`src/rtl/blbd_pkg.sv`:
```
package blbd_pkg;

  // register and field widths
  localparam int LSIDE_W = 13;
  localparam int OSIDE_W = 9;
  localparam int PIX_W   = 8;
  localparam int SUM_W   = 25;
  localparam int AVG_W   = 17;
  localparam int FRAC_W  = 16;
  localparam int AREA_W  = 2 * LSIDE_W;

  // configuration port
  localparam int ADDR_W = 3;
  localparam int DATA_W = 32;

  // register index codes (paddr[2])
  localparam logic REG_LSIDE = 1'b0;
  localparam logic REG_OSIDE = 1'b1;

  localparam logic [LSIDE_W-1:0] LSIDE_RESET = LSIDE_W'(256);
  localparam logic [OSIDE_W-1:0] OSIDE_RESET = OSIDE_W'(64);

  localparam int MAX_OUT_SIDE_DEF     = 256;
  localparam int MAX_LATTICE_SIDE_DEF = 4096;

  // serial divider: quotient width and iteration counter width
  localparam int DIV_D_W    = AVG_W;
  localparam int DIV_ITER_W = $clog2(DIV_D_W + 1);

  typedef struct packed {
    logic                  start;
    logic [AREA_W-1:0]     rem_init;
    logic [DIV_D_W-1:0]    bits_init;
    logic [AREA_W-1:0]     divisor;
    logic [DIV_ITER_W-1:0] iters;
  } div_req_t;

  typedef struct packed {
    logic               busy;
    logic               done;
    logic [DIV_D_W-1:0] quot;
  } div_rsp_t;

endpackage

```
`src/rtl/blbd_div.sv`:
```
module blbd_div (
  input  logic               clk_i,
  input  logic               rst_ni,
  input  blbd_pkg::div_req_t req_i,
  output blbd_pkg::div_rsp_t rsp_o
);

  logic                            busy_q, busy_d;
  logic                            done_q, done_d;
  logic [blbd_pkg::DIV_ITER_W-1:0] cnt_q, cnt_d;
  logic [blbd_pkg::AREA_W-1:0]     rem_q, rem_d;
  logic [blbd_pkg::AREA_W-1:0]     dvs_q, dvs_d;
  logic [blbd_pkg::DIV_D_W-1:0]    bits_q, bits_d;
  logic [blbd_pkg::DIV_D_W-1:0]    quot_q, quot_d;
  logic [blbd_pkg::AREA_W:0]       rem_sh;
  logic                            ge;

  // one restoring step per cycle; the partial remainder stays below the divisor if it starts below it
  always_comb begin
    rem_sh = {rem_q, bits_q[blbd_pkg::DIV_D_W-1]};
    ge     = rem_sh >= {1'b0, dvs_q};
    busy_d = busy_q;
    done_d = 1'b0;
    cnt_d  = cnt_q;
    rem_d  = rem_q;
    dvs_d  = dvs_q;
    bits_d = bits_q;
    quot_d = quot_q;
    if (req_i.start) begin
      busy_d = 1'b1;
      cnt_d  = req_i.iters;
      rem_d  = req_i.rem_init;
      dvs_d  = req_i.divisor;
      bits_d = req_i.bits_init;
      quot_d = '0;
    end else if (busy_q) begin
      rem_d  = ge ? blbd_pkg::AREA_W'(rem_sh - {1'b0, dvs_q})
                  : blbd_pkg::AREA_W'(rem_sh);
      bits_d = {bits_q[blbd_pkg::DIV_D_W-2:0], 1'b0};
      quot_d = {quot_q[blbd_pkg::DIV_D_W-2:0], ge};
      cnt_d  = cnt_q - 1'b1;
      if (cnt_q == blbd_pkg::DIV_ITER_W'(1)) begin
        busy_d = 1'b0;
        done_d = 1'b1;
      end
    end
  end

  always_ff @(posedge clk_i or negedge rst_ni) begin
    if (!rst_ni) begin
      busy_q <= 1'b0;
      done_q <= 1'b0;
      cnt_q  <= '0;
    end else begin
      busy_q <= busy_d;
      done_q <= done_d;
      cnt_q  <= cnt_d;
    end
  end

  always_ff @(posedge clk_i) begin
    rem_q  <= rem_d;
    dvs_q  <= dvs_d;
    bits_q <= bits_d;
    quot_q <= quot_d;
  end

  assign rsp_o.busy = busy_q;
  assign rsp_o.done = done_q;
  assign rsp_o.quot = quot_q;

endmodule

```
`config.mk`:
```
export PLATFORM = sky130hd
export DESIGN_NAME = blbd_div
export DESIGN_NICKNAME = d
export VERILOG_FILES = /design/src/rtl/blbd_pkg.sv /design/src/rtl/blbd_div.sv
export SDC_FILE = /design/constraint.sdc
export NUM_CORES = 1
export LEC_CHECK = 0
export BUFFER_PORTS_ARGS = -buffer_cell sky130_fd_sc_hd__buf_2
export CORE_AREA = 4 4 120 122
export CTS_CLUSTER_SIZE = 14
export DETAILED_ROUTE_END_ITERATION = 8
export DIE_AREA = 0 0 124 126
export GPL_TIMING_DRIVEN = 1
export PLACE_DENSITY = 0.6
export SLEW_MARGIN = 40
export SYNTH_ARGS = -nofsm -noshare
export SYNTH_HDL_FRONTEND = slang
export SYNTH_SLANG_ARGS = --single-unit
export TNS_END_PERCENT = 50
```
`constraint.sdc`:
```
create_clock -name clk_i -period 5.08 [get_ports clk_i]
set_input_delay 0.762 -clock clk_i [delete_from_list [all_inputs] [get_ports clk_i]]
set_output_delay 0.762 -clock clk_i [all_outputs]
set_load 0.005 [all_outputs]
```
-- Yosys cells after proc, flatten, opt, wreduce, memory -nomap -nowiden
Index checks and enable logic that the tools add are counted.
- add/subtract/negate cells: 2
- multipliers: 0
- divide/modulo/power cells: 0
- $lt $le $gt $ge: 1
- equality and inequality tests: 1
- shift operators: 0
- multiplexer cells: 13
- bitwise operators: 0
- reduce and logical (&&, ||, !) cells: 1
- operators with widths (kind ; count):
    $mux W26 ; 3
    $mux W17 ; 2
    $ge A27 B26 Y1 ; 1
    $sub A26 B26 Y26 ; 1
    $mux W5 ; 2
    $mux W1 ; 6
    $eq A5 B1 Y1 const B ; 1
    $sub A5 B1 Y5 const B ; 1
    $reduce_bool A2 Y1 ; 1
- register bits after elaboration: 93
- latch bits: 0
- RAM bits: 0
- memory bits (read-only): 0
- bits of input ports: 77
- output and inout bits: 19
- word-level logic and storage cells: 25
- memories: 0

-- Longest topological paths before layout
Gate-level depths: netlist of the first run.
- depth in word-level cells: 4
- depth in mapped cells: 14

-- Least setup slack after synthesis of the first run
No wires, ideal clock.
- kind: register -> register
- from: register rem_q[5] (netlist name)
- to: register rem_q[22] (netlist name), data pin
- library setup time: 0.259 ns
- arrival: 2.739 ns
- required time: 4.821 ns
- slack: 2.082 ns
- stages on the path, launching flop included: 13
- period minus slack after synthesis: 2.998 ns
- cells stage by stage: edfxtp_1 -> ha_1 -> a21oi_1 -> nor3_1 -> or3_1 -> o31ai_2 -> a21oi_4 -> o211ai_2 -> a32oi_4 -> buf_6 -> nand2_1 -> a31oi_1 -> a211o_1
- longest elaborated chain between the ends: 4
- elaborated cells on any way between the ends: 5
- those cells by class: add/sub: 1; order compare: 1; mux: 3
- RTL lines (element ; RTL line ; text):
    start: declaration ; blbd_div.sv:11 ; logic [blbd_pkg::AREA_W-1:0] rem_q, rem_d;
    start signal: assignment ; blbd_div.sv:62 ; rem_q <= rem_d;
    $sub A26 B26 Y26 or $ge A27 B26 Y1 (tied branches) ; blbd_div.sv:37, blbd_div.sv:21 ;
    $mux W26 * ; blbd_div.sv:37 ; rem_d = ge ? blbd_pkg::AREA_W'(rem_sh - {1'b0, dvs_q})
    $mux W26 * ; blbd_div.sv:36 ; end else if (busy_q) begin
    $mux W26 * ; blbd_div.sv:29 ; if (req_i.start) begin
    net rem_d, one bit ; blbd_div.sv:11 ;
Mark *: on every way through the listed nets, which the timed path passes. The rest lies on a longest branch. The select of a mux whose other input is x is not followed.
A chain may end at the register's enable or synchronous reset.

-- Final worst setup path of the first run
- from: register rem_q[6] (netlist name)
- to: register rem_q[10] (netlist name), data pin
Same word-level chain as after synthesis.

==> results.cfg, run 1 <==
[synthesis]
synth_area_leaders = edfxtp_1, ha_1, mux2i_1, dfxtp_1, mux2_2
syn_inst = 493
synthArstFlopShare_pct = 7.53
synth_top_cell_area_share_pct = 39.2
synth_area_um2 = 5280
ys_ff_latch = 93
syn_avg_cell_area_um2 = 10.7
syn_nets = 599
synth_most_common_cell = edfxtp_1
yosysSeqAreaShare_pct = 49.0
synth_top_area_cell = edfxtp_1
synthTopCellsByCount = edfxtp_1, nand2_1, inv_1
synthDistinctLibCells = 56
yosys_warnings = 0
synth_edf_count = 69
synth_flop_cell = edfxtp_1

[critical_path]
worstSetupStartpointType = register
cp_max_fo = 19
critPathLaunch = rem_q[6]
worstRegToRegCells = 11
r2r-start = rem_q[6]
r2r_slack_ns = 1.41
critPathCapture = rem_q[10]
timing.rr.end = rem_q[10]
crit_required_ns = 5.14
cp-end-kind = register
worstSetupPathType = register to register
arrival_ns = 3.73

[outcome]
status = completed

[global_route]
grt_antenna_before_repair = 1
grt_pass1_vias = 3844
grt_usage_pct = 15.0
grt_pass1_wl_um = 18400
grt_start_max_net_pins = 73
gr-total-overflow = 0

[pwr]
swShare_pct = 37.2
totalPowerFinal_uw = 3290
ir_drop_v = 0.000195
p_leak_uw = 0.00284
intPower_uw = 2070
clkPwrFrac_pct = 19.1
net-switching-power_uw = 1220
pwr-share-seq_pct = 33.8
power_per_cell_area_nw_per_um2 = 534
combPwrFrac_pct = 47.1

[finish]
layout.nets = 686
antenna_cells = 0
design_area_um2 = 6160
syn2layout_area_growth_pct = 16.6
layout-drive-gt1-share_pct = 24.1

[placement]
gp_congestion = 0.814
postPlaceCellArea_um2 = 5900
place_ws_ns = 1.36
port_buffers = 95
dp_hpwl_um = 8150

[route]
drc_errors = 0
firstDrtPassIters = 4
routedWlPerCell_um = 14.8
vias_per_cell = 5.02
drt-total-wl_um = 11200
drtIter0Drc = 167
ant_nets = 0
vias = 3818

[clocking]
clock_sinks = 93
clk_path_buf_depth = 2
htreeDepth = 3
numCtsBuffers = 9
cts_resized = 0
clkTransAtPathRegs_ns = 0.07
cts_tree = built
clock_latency_ns = 0.35
postCtsHoldBufs = 0
cts-root-buf = clkbuf_16
cts_setup_buffers = 0

[floorplan]
row_count = 42
core_area_um2 = 13200
die_h_um = 126
die_area_um2 = 15600
ios = 96
die_w_um = 124
initial_utilization_pct = 40.1

[sta]
setup_tns_ns = 0
fmax_ghz = 0.273
slew_headroom_pct = 47.6
hold_viol = 0
post-route-min-period_ns = 3.67
worst_pin_slew_ns = 0.785
fin_crit_sh_pct = 72.1
finalClockSkew_ns = 0.0124
setup_viol = 0
worst_slack_ns = 1.41
rsz0062_at_grt = no
finalMaxSlewViolations = 0

[run]
maxCapViolations = 0

[min_path]
min_path_type = input pin to asynchronous set/reset pin
[worst max-delay path: stages, from the launching register on]
cell      delay (ns)
edfxtp_1        0.41
ha_1            0.41
nand2_1         0.09
or3_1           0.41
a311oi_2        0.26
o31ai_2         0.13
a21oi_4         0.17
o211ai_2        0.15
a32oi_4         0.67
buf_4           0.38
mux2i_1         0.22
o21ai_0         0.08
[metrics by stage]
stage,hold WS (ns),util (%),cells
finish,0.237,46.7,761
global route,0.226,46.7,761
CTS,0.226,46.7,761
detailed placement,0.504,44.7,745
global placement,0.478,44.7,745
floorplan,0.466,-,493
[logic make-up (layout without fill, tap and decap cells)]
kind of cell | Yosys count | in the layout | synth area share, %
multiplexers | 55 | 55 | 10.9
XOR/XNOR | 23 | 23 | 3.81
AO/OA/AOI/OAI | 95 | 95 | 12.0
AND/OR/NAND/NOR | 137 | 137 | 12.5
flip-flops | 93 | 93 | 49.0
buffers and inverters | 61 | 153 | 4.85
adder cells (fa/ha/maj) | 29 | 29 | 7.01
[flip-flops by register name, summed over array words and instances, names as in the netlist]
name	cells
dvs_q	26
rem_q	26
bits_q	17
quot_q	17
cnt_q	5
busy_q	1
done_q	1
[power by group through the flow]
stage               registers (µW)  clock network (µW)  logic [µW]
floorplan                     1090                   0        1290
global placement              1120                   0        1520
detailed placement            1120                   0        1560
CTS                           1110                 655        1560
global route                  1130                 683        1760
finish                        1110                 629        1550
[cell usage in the layout (no fill, tap or decap), types with 8 or more instances in the layout]
cell type  instances
mux2_2            20
a21o_1            10
edfxtp_1          69
nor2_1            35
nand2b_1           8
clkbuf_16          9
buf_2             94
mux2i_1           35
nand2_1           47
xnor2_1           17
o21ai_0           30
nor2b_1            8
dfxtp_1           17
a21oi_1           22
ha_1              28
inv_1             39
[cell type report]
cell class                 count  area (µm²)
clock buffer                  11         233
clock inverter                 5        33.8
fill                        1287        7030
inverter                      39         146
multi-input combinational    339        2440
sequential                    93        2590
tap                          176         220
timing repair buffer          98         500
[how the worst min path moves through the flow]
stage | endpoint | cells after the start
floorplan | busy_q | 0
global placement | quot_q[16] | 2
detailed placement | quot_q[16] | 2
CTS | cnt_q[3] | 1
global route | cnt_q[0] | 1
finish | cnt_q[0] | 1
[metal layers]
metal | part of all wire, % | up-vias | wire length (µm) | global-route usage, %
met5 | 0.12 | - | 13 | 0
met2 | 44 | 93 | 4960 | 22.9
met1 | 46 | 1773 | 5200 | 19.3
met3 | 7.9 | 18 | 882 | 6.23
li1 | - | 1932 | - | -
met4 | 1.6 | 2 | 183 | 4.83
Power figures use the tool's default switching activity.
==> inputs of run 2 (changes only) <==
--- a/config.mk
+++ b/config.mk
@@ -5,13 +5,14 @@
 export SDC_FILE = /design/constraint.sdc
 export NUM_CORES = 1
 export LEC_CHECK = 0
+export ABC_AREA = 1
 export BUFFER_PORTS_ARGS = -buffer_cell sky130_fd_sc_hd__buf_2
-export CORE_AREA = 4 4 120 122
+export CORE_AREA = 4 4 129 131
 export CTS_CLUSTER_SIZE = 14
 export DETAILED_ROUTE_END_ITERATION = 8
-export DIE_AREA = 0 0 124 126
+export DIE_AREA = 0 0 133 135
 export GPL_TIMING_DRIVEN = 1
-export PLACE_DENSITY = 0.6
+export PLACE_DENSITY = 0.61
 export SLEW_MARGIN = 40
 export SYNTH_ARGS = -nofsm -noshare
 export SYNTH_HDL_FRONTEND = slang
==> constraint.sdc (replaced) <==
create_clock -name clk_i -period 3.1 [get_ports clk_i]
set_input_delay 0.465 -clock clk_i [delete_from_list [all_inputs] [get_ports clk_i]]
set_output_delay 0.465 -clock clk_i [all_outputs]
set_load 0.005 [all_outputs]
==> run 2 against run 1 <==
Against the previous run: cell count rose by 48%; first-iteration DRC count is 92% higher; sequential power is 61% higher; count of clock-buffer cells in the layout is 1 lower; combinational power up 91%; non-clock buffer count increased by 3; synthesized area up 15%; cell area grew 15%; flip-flop and latch count did not move; power is 81% higher; critical path type unchanged; critical endpoint is now rem_q[22]; largest cell class is now multi-input gates; highest routed layer unchanged.
==> results.cfg, run 2 <==
[synthesis]
synthArstFlopShare_pct = 7.53
yosys_warnings = 0
syn_inst = 819
syn_avg_cell_area_um2 = 7.43
ys_ff_latch = 93
synth_edf_count = 69
synth_area_um2 = 6090
synthDistinctLibCells = 39
synth_area_leaders = edfxtp_1, nand2_1, inv_1, ha_1, dfxtp_1
synth_top_area_cell = edfxtp_1
yosysSeqAreaShare_pct = 42.5
synth_top_cell_area_share_pct = 34.0
synth_most_common_cell = nand2_1
syn_nets = 925
synthTopCellsByCount = nand2_1, inv_1, edfxtp_1
synth_flop_cell = edfxtp_1

[critical_path]
crit_slowest_cell = ha_1
cp.depth = 12
crit_buf_inv = 2
cp_max_fo = 18
arrival_ns = 2.66
worstSetupStartpointType = register
cp_top_family = simple AND/OR/NAND/NOR gates
worstRegToRegCells = 12
worstSetupPathType = register to register
r2r-start = rem_q[1]
r2r_slack_ns = 0.55
cp-end-kind = register
crit_required_ns = 3.21
cp_cell_sequence = ha_1 > a21oi_1 > nand2_1 > nand3_1 > nand3_2 > nand3_4 > buf_4 > nand3_2 > nand2_1 > clkinv_1 > nand2_1 > nand2_1
critPathMaxStageDelay_ns = 0.41
cp_common_cell = nand2_1
timing.rr.end = rem_q[22]

[finish]
layout.nets = 1014
top_regs = dvs_q (26), rem_q (26)
final_cell_mix = nand2_1, inv_1, buf_2
syn2layout_area_growth_pct = 16.2
multiInputGateArea_um2 = 2770
register_area_um2 = 2590
finish.utilization_pct = 45.3
antenna_cells = 0
fill_cells = 1652
mostFrequentLayoutCell = nand2_1
layout-drive-gt1-share_pct = 15.1

[min_path]
holdPathStages = 1
min_path_type = input pin to register
min_from = req_i[14]
min_to = dvs_q[9]

[global_route]
gr-total-overflow = 0
grt_usage_pct = 16.6
grt_pass1_wl_um = 24200
grt_pass1_vias = 5136
grt_antenna_before_repair = 3
grt_start_max_net_pins = 40

[route]
firstDrtPassIters = 4
vias = 5123
drtIter0Drc = 321
drt-total-wl_um = 14500
ant_nets = 0
routedWlPerCell_um = 12.8
drc_errors = 0
vias_per_cell = 4.54

[outcome]
status = completed

[clocking]
cts-root-buf = clkbuf_16
clk_path_buf_depth = 2
clock_sinks = 93
htreeDepth = 3
clkTransAtPathRegs_ns = 0.08
cts_tree = built
numCtsBuffers = 9
clock_latency_ns = 0.36

[sta]
finalMaxSlewViolations = 0
finalClockSkew_ns = 0.0103
worst_pin_slew_ns = 0.587
slew_headroom_pct = 60.8
fmax_ghz = 0.392
setup_tns_ns = 0
hold_viol = 0
setup_viol = 0
fin_crit_sh_pct = 82.4
rsz0062_at_grt = no
post-route-min-period_ns = 2.55

[floorplan]
ios = 96
initial_utilization_pct = 39.0
die_w_um = 133
die_h_um = 135
row_count = 46
die_area_um2 = 18000
core_area_um2 = 15600

[pwr]
ir_drop_v = 0.000308
p_leak_uw = 0.00371
power_per_cell_area_nw_per_um2 = 840

[placement]
dp_hpwl_um = 10900
gp_congestion = 0.891
port_buffers = 95

[run]
maxCapViolations = 0
run 2: report_power, final:
part | switching (µW) | total, µW | internal (µW) | leakage, µW
Clock | 564 | 1190 | 627 | 0.000159
Sequential | 127 | 1790 | 1660 | 0.000942
Combinational | 1880 | 2960 | 1080 | 0.00261
Total | 2570 | 5940 | 3370 | 0.00371
run 2: logic make-up (layout without fill, tap and decap cells):
family | count (synthesis) | after routing | share of synthesized area (%)
buffers and inverters | 180 | 274 | 12.0
XOR/XNOR | 12 | 12 | 1.73
flip-flops | 93 | 93 | 42.5
AO/OA/AOI/OAI | 41 | 41 | 4.19
adder cells (fa/ha/maj) | 29 | 29 | 6.09
AND/OR/NAND/NOR | 464 | 464 | 33.5
run 2: per-stage QoR:
step	setup slack (ns)	instance area [µm²]	std cells	power (µW)	hold slack [ns]
2_1_floorplan	0.464	6090	819	4170	0.169
3_3_place_gp	0.598	6740	1112	4760	0.313
3_5_place_dp	0.567	6740	1112	4780	0.313
4_1_cts	0.551	7070	1129	6010	0.265
5_1_grt	0.318	7070	1129	6530	0.264
6_report	0.547	7070	1129	5940	0.277
run 2: cell type report:
class | instances | share of cell area (%)
clock buffer | 10 | 3.54
multi-input combinational | 546 | 39.2
inverter | 157 | 8.33
sequential | 93 | 36.6
clock inverter | 6 | 0.991
tap | 216 | 3.82
timing repair buffer | 101 | 7.57
run 2: worst register-to-register path, cell delays in order (launching register included):
cell      delay [ns]
edfxtp_1        0.39
ha_1            0.41
a21oi_1         0.17
nand2_1         0.14
nand3_1         0.12
nand3_2         0.18
nand3_4         0.23
buf_4           0.31
nand3_2         0.10
nand2_1         0.08
clkinv_1        0.05
nand2_1         0.06
nand2_1         0.05
run 2: worst max path at each step:
stage,to,startpoint,slack (ns)
6_report,rem_q[22],rem_q[1],0.55
3_3_place_gp,rem_q[22],rem_q[1],0.60
5_1_grt,rem_q[22],rem_q[1],0.32
2_1_floorplan,bits_q[0],req_i[74],0.46
4_1_cts,rem_q[22],rem_q[1],0.55
3_5_place_dp,rem_q[22],rem_q[1],0.57
run 2: what timing repair did:
item	4_1_cts	5_1_grt
gates resized for setup	0	0
setup buffers	0	0
hold buffers	1	0
endpoints found under the hold margin	7	0
run 2: metal layers:
layer	part of all wire [%]	global-route usage [%]	vias to the layer above
li1	-	-	2739
met1	47	21.0	2249
met2	45	27.1	105
met4	1.7	5.48	6
met5	0.19	0	-
met3	6.4	5.37	24
